**config.mk**
```make
export PLATFORM = sky130hd
export DESIGN_NAME = configurable_crc_engine_flat
export DESIGN_NICKNAME = d
export VERILOG_FILES = /design/src/sv/ccrc_pkg.sv /design/src/sv/ccrc_stream_if.sv /design/src/sv/ccrc_byte_step.sv /design/src/sv/configurable_crc_engine.sv /design/src/flat_wrapper.sv
export SDC_FILE = /design/constraint.sdc
export NUM_CORES = 1
export LEC_CHECK = 0
export ABC_AREA = 1
export BUFFER_PORTS_ARGS = -buffer_cell sky130_fd_sc_hd__buf_2
export CAP_MARGIN = 20
export CELL_PAD_IN_SITES_DETAIL_PLACEMENT = 0
export CELL_PAD_IN_SITES_GLOBAL_PLACEMENT = 1
export CORE_MARGIN = 3
export CORE_UTILIZATION = 48
export CTS_BUF_LIST = sky130_fd_sc_hd__clkbuf_8
export DETAILED_ROUTE_END_ITERATION = 16
export PLACE_DENSITY_LB_ADDON = 0.05
export SYNTH_ARGS = -nofsm -noshare
export SYNTH_HDL_FRONTEND = slang
export SYNTH_SLANG_ARGS = --single-unit
```
**constraint.sdc**
```tcl
create_clock -name i_clk -period 7.5 [get_ports i_clk]
set_input_delay 0.75 -clock i_clk [delete_from_list [all_inputs] [get_ports i_clk]]
set_output_delay 0.75 -clock i_clk [all_outputs]
set_load 0.01 [all_outputs]
```
**src/sv/ccrc_pkg.sv**
```systemverilog
// ----------------------------------------------------------------------------
// ccrc_pkg
// Shared types and codes for the configurable CRC engine: algorithm codes,
// configuration register indexes and the configuration record.
// ----------------------------------------------------------------------------
package ccrc_pkg;

    localparam int CRC_W     = 32;
    localparam int BYTE_W    = 8;
    localparam int CFG_IDX_W = 3;

    // Algorithm codes
    typedef enum logic [1:0] {
        ALG_XOR   = 2'd0,
        ALG_CRC8  = 2'd1,
        ALG_CRC16 = 2'd2,
        ALG_CRC32 = 2'd3
    } t_alg;

    // Configuration register indexes
    localparam logic [CFG_IDX_W-1:0] CFG_IDX_ALG    = 3'd0;
    localparam logic [CFG_IDX_W-1:0] CFG_IDX_POLY   = 3'd1;
    localparam logic [CFG_IDX_W-1:0] CFG_IDX_INIT   = 3'd2;
    localparam logic [CFG_IDX_W-1:0] CFG_IDX_FXOR   = 3'd3;
    localparam logic [CFG_IDX_W-1:0] CFG_IDX_REF_IN = 3'd4;
    localparam logic [CFG_IDX_W-1:0] CFG_IDX_REF_OUT = 3'd5;

    // Reset values of the configuration registers
    localparam logic [CRC_W-1:0] RST_POLY = 32'h04C1_1DB7;
    localparam logic [CRC_W-1:0] RST_INIT = 32'hFFFF_FFFF;
    localparam logic [CRC_W-1:0] RST_FXOR = 32'hFFFF_FFFF;

    typedef struct packed {
        t_alg             alg;
        logic [CRC_W-1:0] poly;
        logic [CRC_W-1:0] init;
        logic [CRC_W-1:0] fxor;
        logic             ref_in;
        logic             ref_out;
    } t_cfg;

endpackage

```
**src/sv/ccrc_stream_if.sv**
```systemverilog
// ----------------------------------------------------------------------------
// ccrc_stream_if
// Valid/ready channels of the CRC engine: the message byte channel and the
// checksum result channel.
// ----------------------------------------------------------------------------
interface ccrc_in_if;
    logic       valid;
    logic       ready;
    logic [7:0] data_byte;
    logic       end_of_message;

    modport source (output valid, output data_byte, output end_of_message, input ready);
    modport sink   (input valid, input data_byte, input end_of_message, output ready);
endinterface

interface ccrc_out_if;
    logic        valid;
    logic        ready;
    logic [31:0] checksum_value;

    modport source (output valid, output checksum_value, input ready);
    modport sink   (input valid, input checksum_value, output ready);
endinterface

```
**src/sv/ccrc_byte_step.sv**
```systemverilog
// ----------------------------------------------------------------------------
// ccrc_byte_step
// Absorbs one message byte into the accumulator for the selected algorithm
// and forms the finished checksum from the updated accumulator.
// ----------------------------------------------------------------------------
module ccrc_byte_step
    import ccrc_pkg::*;
(
    input  t_cfg              i_cfg,
    input  logic [CRC_W-1:0]  i_acc,
    input  logic [BYTE_W-1:0] i_byte,
    output logic [CRC_W-1:0]  o_acc_next,
    output logic [CRC_W-1:0]  o_checksum
);

    function automatic logic [7:0] rev8(input logic [7:0] v);
        logic [7:0] r;
        for (int i = 0; i < 8; i++) begin
            r[i] = v[7-i];
        end
        return r;
    endfunction

    function automatic logic [15:0] rev16(input logic [15:0] v);
        logic [15:0] r;
        for (int i = 0; i < 16; i++) begin
            r[i] = v[15-i];
        end
        return r;
    endfunction

    function automatic logic [31:0] rev32(input logic [31:0] v);
        logic [31:0] r;
        for (int i = 0; i < 32; i++) begin
            r[i] = v[31-i];
        end
        return r;
    endfunction

    logic [7:0]  a8;
    logic [15:0] a16;
    logic [31:0] a32;
    logic [31:0] poly_rev;
    logic [7:0]  byte_in;

    // Eight unrolled bit steps per CRC algorithm, then finish
    always_comb begin
        a8       = '0;
        a16      = '0;
        a32      = '0;
        poly_rev = rev32(i_cfg.poly);
        byte_in  = i_cfg.ref_in ? rev8(i_byte) : i_byte;
        unique case (i_cfg.alg)
            ALG_XOR: begin
                a8         = i_acc[7:0] ^ i_byte;
                o_acc_next = {24'd0, a8};
                o_checksum = {24'd0, a8};
            end
            ALG_CRC8: begin
                a8 = i_acc[7:0] ^ byte_in;
                for (int i = 0; i < 8; i++) begin
                    a8 = a8[7] ? ({a8[6:0], 1'b0} ^ i_cfg.poly[7:0]) : {a8[6:0], 1'b0};
                end
                o_acc_next = {24'd0, a8};
                o_checksum = {24'd0, (i_cfg.ref_out ? rev8(a8) : a8) ^ i_cfg.fxor[7:0]};
            end
            ALG_CRC16: begin
                a16 = i_acc[15:0] ^ {byte_in, 8'd0};
                for (int i = 0; i < 8; i++) begin
                    a16 = a16[15] ? ({a16[14:0], 1'b0} ^ i_cfg.poly[15:0])
                                  : {a16[14:0], 1'b0};
                end
                o_acc_next = {16'd0, a16};
                o_checksum = {16'd0, (i_cfg.ref_out ? rev16(a16) : a16) ^ i_cfg.fxor[15:0]};
            end
            ALG_CRC32: begin
                // CRC32 reflects the byte when reflect_in is clear
                a32 = i_acc ^ {24'd0, (i_cfg.ref_in ? i_byte : rev8(i_byte))};
                for (int i = 0; i < 8; i++) begin
                    a32 = a32[0] ? ({1'b0, a32[31:1]} ^ poly_rev) : {1'b0, a32[31:1]};
                end
                o_acc_next = a32;
                o_checksum = (i_cfg.ref_out ? a32 : rev32(a32)) ^ i_cfg.fxor;
            end
            default: begin
                o_acc_next = i_acc;
                o_checksum = '0;
            end
        endcase
    end

endmodule

```
**src/sv/configurable_crc_engine.sv**
```systemverilog
// ----------------------------------------------------------------------------
// configurable_crc_engine
// Data path: an accepted byte enters the input register, then updates the
// accumulator; only end-of-message bytes load the result register.
// Throughput: one byte per cycle, with a whole byte absorbed per accumulator
// update; a stalled result holds only a last byte behind it, stalling input.
// Reset: synchronous, active low; registers return to CRC32 defaults and the
// accumulator to 0xFFFFFFFF. Config writes reload the accumulator.
// ----------------------------------------------------------------------------
module configurable_crc_engine
    import ccrc_pkg::*;
(
    input  logic                 i_clk,
    input  logic                 i_rst_n,
    ccrc_in_if.sink              i_in,
    ccrc_out_if.source           o_out,
    input  logic                 i_cfg_we,
    input  logic [CFG_IDX_W-1:0] i_cfg_index,
    input  logic [CRC_W-1:0]     i_cfg_data
);

    function automatic logic [CRC_W-1:0] start_value(input t_cfg c);
        logic [CRC_W-1:0] s;
        unique case (c.alg)
            ALG_XOR:   s = '0;
            ALG_CRC8:  s = {24'd0, c.init[7:0]};
            ALG_CRC16: s = {16'd0, c.init[15:0]};
            ALG_CRC32: s = c.init;
            default:   s = c.init;
        endcase
        return s;
    endfunction

    t_cfg              r_cfg, n_cfg;
    logic              cfg_hit;
    logic [CRC_W-1:0]  r_acc;
    logic              r_s1_valid;
    logic [BYTE_W-1:0] r_s1_byte;
    logic              r_s1_eom;
    logic              r_out_valid;
    logic [CRC_W-1:0]  r_out_value;
    logic [CRC_W-1:0]  acc_next;
    logic [CRC_W-1:0]  checksum;
    logic              s1_adv;

    // Decode configuration writes
    always_comb begin
        n_cfg   = r_cfg;
        cfg_hit = 1'b0;
        if (i_cfg_we) begin
            cfg_hit = 1'b1;
            unique case (i_cfg_index)
                CFG_IDX_ALG:     n_cfg.alg     = t_alg'(i_cfg_data[1:0]);
                CFG_IDX_POLY:    n_cfg.poly    = i_cfg_data;
                CFG_IDX_INIT:    n_cfg.init    = i_cfg_data;
                CFG_IDX_FXOR:    n_cfg.fxor    = i_cfg_data;
                CFG_IDX_REF_IN:  n_cfg.ref_in  = i_cfg_data[0];
                CFG_IDX_REF_OUT: n_cfg.ref_out = i_cfg_data[0];
                default:         cfg_hit       = 1'b0;
            endcase
        end
    end

    always_ff @(posedge i_clk) begin
        if (!i_rst_n) begin
            r_cfg.alg     <= ALG_CRC32;
            r_cfg.poly    <= RST_POLY;
            r_cfg.init    <= RST_INIT;
            r_cfg.fxor    <= RST_FXOR;
            r_cfg.ref_in  <= 1'b1;
            r_cfg.ref_out <= 1'b1;
        end else begin
            r_cfg <= n_cfg;
        end
    end

    // Byte update and finish
    ccrc_byte_step u_step (
        .i_cfg      (r_cfg),
        .i_acc      (r_acc),
        .i_byte     (r_s1_byte),
        .o_acc_next (acc_next),
        .o_checksum (checksum)
    );

    // Advance a valid input stage unless a last byte faces a stalled result register
    assign s1_adv     = r_s1_valid && (!r_s1_eom || !r_out_valid || o_out.ready);
    assign i_in.ready = !r_s1_valid || s1_adv;

    // Input register
    always_ff @(posedge i_clk) begin
        if (!i_rst_n) begin
            r_s1_valid <= 1'b0;
        end else if (i_in.ready) begin
            r_s1_valid <= i_in.valid;
        end
    end

    always_ff @(posedge i_clk) begin
        if (i_in.valid && i_in.ready) begin
            r_s1_byte <= i_in.data_byte;
            r_s1_eom  <= i_in.end_of_message;
        end
    end

    // Accumulator: reload on config write or message end
    always_ff @(posedge i_clk) begin
        if (!i_rst_n) begin
            r_acc <= RST_INIT;
        end else if (cfg_hit) begin
            r_acc <= start_value(n_cfg);
        end else if (s1_adv) begin
            r_acc <= r_s1_eom ? start_value(r_cfg) : acc_next;
        end
    end

    // Result register
    always_ff @(posedge i_clk) begin
        if (!i_rst_n) begin
            r_out_valid <= 1'b0;
        end else if (s1_adv && r_s1_eom) begin
            r_out_valid <= 1'b1;
        end else if (o_out.ready) begin
            r_out_valid <= 1'b0;
        end
    end

    always_ff @(posedge i_clk) begin
        if (s1_adv && r_s1_eom) begin
            r_out_value <= checksum;
        end
    end

    assign o_out.valid          = r_out_valid;
    assign o_out.checksum_value = r_out_value;

endmodule

```
**src/flat_wrapper.sv**
```systemverilog
// flat-port wrapper written by rule: the top's interface ports become plain ports
module configurable_crc_engine_flat import ccrc_pkg::*;
  (i_clk, i_rst_n, i_cfg_we, i_cfg_index, i_cfg_data, i_in_valid, i_in_data_byte, i_in_end_of_message, i_in_ready, o_out_valid, o_out_checksum_value, o_out_ready);
  ccrc_in_if i_in_i ();
  ccrc_out_if o_out_i ();
  input  logic i_clk;
  input  logic i_rst_n;
  input  logic i_cfg_we;
  input  logic [CFG_IDX_W-1:0] i_cfg_index;
  input  logic [CRC_W-1:0] i_cfg_data;
  input wire logic [$bits(i_in_i.valid)-1:0] i_in_valid;
  input wire logic [$bits(i_in_i.data_byte)-1:0] i_in_data_byte;
  input wire logic [$bits(i_in_i.end_of_message)-1:0] i_in_end_of_message;
  output wire logic [$bits(i_in_i.ready)-1:0] i_in_ready;
  output wire logic [$bits(o_out_i.valid)-1:0] o_out_valid;
  output wire logic [$bits(o_out_i.checksum_value)-1:0] o_out_checksum_value;
  input wire logic [$bits(o_out_i.ready)-1:0] o_out_ready;
  assign i_in_i.valid = i_in_valid;
  assign i_in_i.data_byte = i_in_data_byte;
  assign i_in_i.end_of_message = i_in_end_of_message;
  assign i_in_ready = i_in_i.ready;
  assign o_out_valid = o_out_i.valid;
  assign o_out_checksum_value = o_out_i.checksum_value;
  assign o_out_i.ready = o_out_ready;
  configurable_crc_engine u_core (.i_clk(i_clk), .i_rst_n(i_rst_n), .i_in(i_in_i), .o_out(o_out_i), .i_cfg_we(i_cfg_we), .i_cfg_index(i_cfg_index), .i_cfg_data(i_cfg_data));
endmodule
```
==> qor.yml <==
yosys:
  synth_cells: 3011
  yosysUniqueCellTypes: 43
  synth_area_sq_um: 17400
  syn_avg_cell_area_sq_um: 5.77
  synth.top_cell.area_share_pct: 25.9
  async_flop_share_pct: 0
  synth_top_flop_cell: "dfxtp_1"
  synth-edff-count: 41
  synth_seq_cells: 175
  ys_seq_area_share_pct: 22.5
  yosys.area.top_type: "nand2_1"
  synth_fp_nets: 3060
  yosysMostFrequentCell: "nand2_1"
  synthTopCellsByCount: "nand2_1, nand3_1, inv_1, nor2_1, dfxtp_1"
  yosys_warnings: 0
  yosys-top-cells-area: "nand2_1, dfxtp_1, nand3_1, edfxtp_1, inv_1"
cts:
  ctsHoldBuffers: 0
  cts.htree.levels: 4
  post-cts-setup-buffers: 0
  clk_latency_ps: 500
  cts-root-buf: "clkbuf_8"
  cts_resized: 0
  cts.clk_slew.worst_paths_ps: 110
  ctsLongestPathBuffers: 2
  cts_made_buffers: 17
  cts.sinks: 175
  cts_tree: "done"
timing:
  setup_tns_ps: 0
  hold_violations: 0
  postLayoutSetupSlackWorst_ps: 1110
  finalSetupViolCount: 0
  drv_slew: 0
  tightest_slew_ps: 1090
  max_freq_mhz: 157
  grt_setup_unrepaired: "no"
  period_share_pct: 85.2
  slew-limit-headroom_pct: 27.0
  skew_ps: 19.0
  fin_crit_ps: 6390
global_routing:
  grt_pass1_wl_microns: 109000
  grt_pass1_vias: 17800
  antenna_found_initial: 0
  grt_usage_pct: 37.6
  overflow: 0
  grt_max_degree: 96
floorplanning:
  initial_core_util_pct: 48.7
  core_area_sq_um: 35700
  die_area_sq_um: 38500
  dieHeight_microns: 196
  rows: 69
  die_x_microns: 196
  io_pins: 83
critical_path:
  slowest_stage: "dfxtp_1"
  reg2reg_depth: 33
  cp-start-kind: "register"
  cp.required_ps: 7750
  crit_arrival_ps: 6640
  crit_type: "register to register"
  end_kind: "register"
  crit_path_frequent_cell: "nand2_4"
  rr_endpoint: "u_core.o_out.checksum_value[12]"
  worstSetupStartpoint: "u_core.r_cfg[1]"
  timing.rr.start: "u_core.r_cfg[1]"
  max_stage_delay_ps: 580
  r2r_slack_ps: 1110
  critPathMaxFanout: 45
cells_and_area:
  regArea_sq_um: 3920
  layout.nets: 3032
  diodes: 0
  area_growth_pct: 5.65
  drive_gt1_share_pct: 8.24
  nFillCells: 3881
  multi_input_area_sq_um: 11500
  postLayoutCoreUtil_pct: 51.5
min_path:
  holdPathStages: 1
  holdCritPathClass: "primary input to register"
  hold_path_end: "u_core.r_s1_eom"
  worstHoldStart: "i_in_end_of_message"
place:
  dp_slack_ps: 925
  dp_hpwl_microns: 54900
  place.gp.congestion: 0.984
  portBuffers: 82
route:
  routedWlPerCell_microns: 21.1
  vias: 19400
  drcViolationCount: 0
  via_per_inst: 5.61
  dr.pass1.iters: 5
  drtAntennaViolNets: 0
  drt_wl_total_microns: 73100
  drt_iter0_drc: 1885
job:
  cap_violations: 0
status:
  run_status: "completed"
power_and_ir_drop:
  p_per_area_nw_per_um2: 350
  p_total_mw: 6.43
  power.leakage_nw: 9.75
  peakVddDrop_uv: 168
==> sequential cells by signal, indices dropped and copies added, names as in the netlist <==
register,cells
u_core.o_out.checksum_value,32
u_core.o_out.valid,1
u_core.r_acc,32
u_core.r_cfg,100
u_core.r_s1_byte,8
u_core.r_s1_eom,1
u_core.r_s1_valid,1
==> power by group <==
part           total (mW)  internal, mW  leakage, nW  switching (mW)
sequential           1.17          1.08         1.48          0.0837
combinational        4.52          1.45         8.05            3.07
clock               0.739         0.328        0.217           0.411
==> area by class of cell <==
class                           instances  area share, %
Multi-Input combinational cell       2365           62.8
Sequential cell                       175           21.3
Inverter                              295           6.06
Timing Repair Buffer                  129           4.28
Tap cell                              461           3.14
Clock buffer                           19           1.42
Clock inverter                         13          0.913
==> how the worst max path moves through the flow <==
stage	end	slack, ps	depth (start not counted)
6_report	u_core.o_out.checksum_value[12]	1110	33
5_1_grt	u_core.o_out.checksum_value[12]	540	33
4_1_cts	u_core.o_out.checksum_value[8]	920	29
3_5_place_dp	u_core.o_out.checksum_value[8]	920	29
3_3_place_gp	u_core.o_out.checksum_value[8]	1080	29
2_1_floorplan	u_core.o_out.checksum_value[28]	4020	27
==> worst max-delay path, delay by kind of cell (launching register included) <==
kind | cells | cell delay [ps]
and+or+nand+nor | 26 | 4020
xor gates and xnor gates | 1 | 530
buffers and inverters | 5 | 890
DFF | 1 | 580
AOI/OAI and AO/OA | 1 | 90
==> cells by family after synthesis <==
kind of cell | after synthesis | synth area share (%)
compound gates | 262 | 8.25
xor+xnor | 233 | 12.2
buf+inv | 471 | 11.1
flops | 175 | 22.5
mux | 11 | 0.634
simple gates | 1859 | 45.2
==> cell usage in the layout (no fill, tap or decap), types with 41 or more instances in the layout <==
| cell type | instances |
|---|---|
| nor2_1 | 154 |
| a21oi_1 | 57 |
| dfxtp_1 | 133 |
| edfxtp_1 | 41 |
| o21ai_0 | 110 |
| inv_1 | 282 |
| nand2_1 | 1199 |
| buf_2 | 81 |
| o21ai_1 | 46 |
| nand3_1 | 399 |
| buf_4 | 47 |
| xor2_1 | 106 |
| xnor2_1 | 116 |
==> through the flow <==
stage	std cells	instance area, sq um	hold WS [ps]
2_1_floorplan	3011	17400	437
3_3_place_gp	3423	17900	445
3_5_place_dp	3424	17900	464
4_1_cts	3456	18300	395
5_1_grt	3457	18400	402
6_report	3457	18400	420
==> layer usage <==
layer	share of wire [%]	GRT usage [%]	wire (microns)
met4	6.6	20.9	4830
met1	41	48.0	29800
met5	0	0	0
met2	45	61.5	33000
met3	7.5	5.19	5510
(Power assumes the default switching activity.)
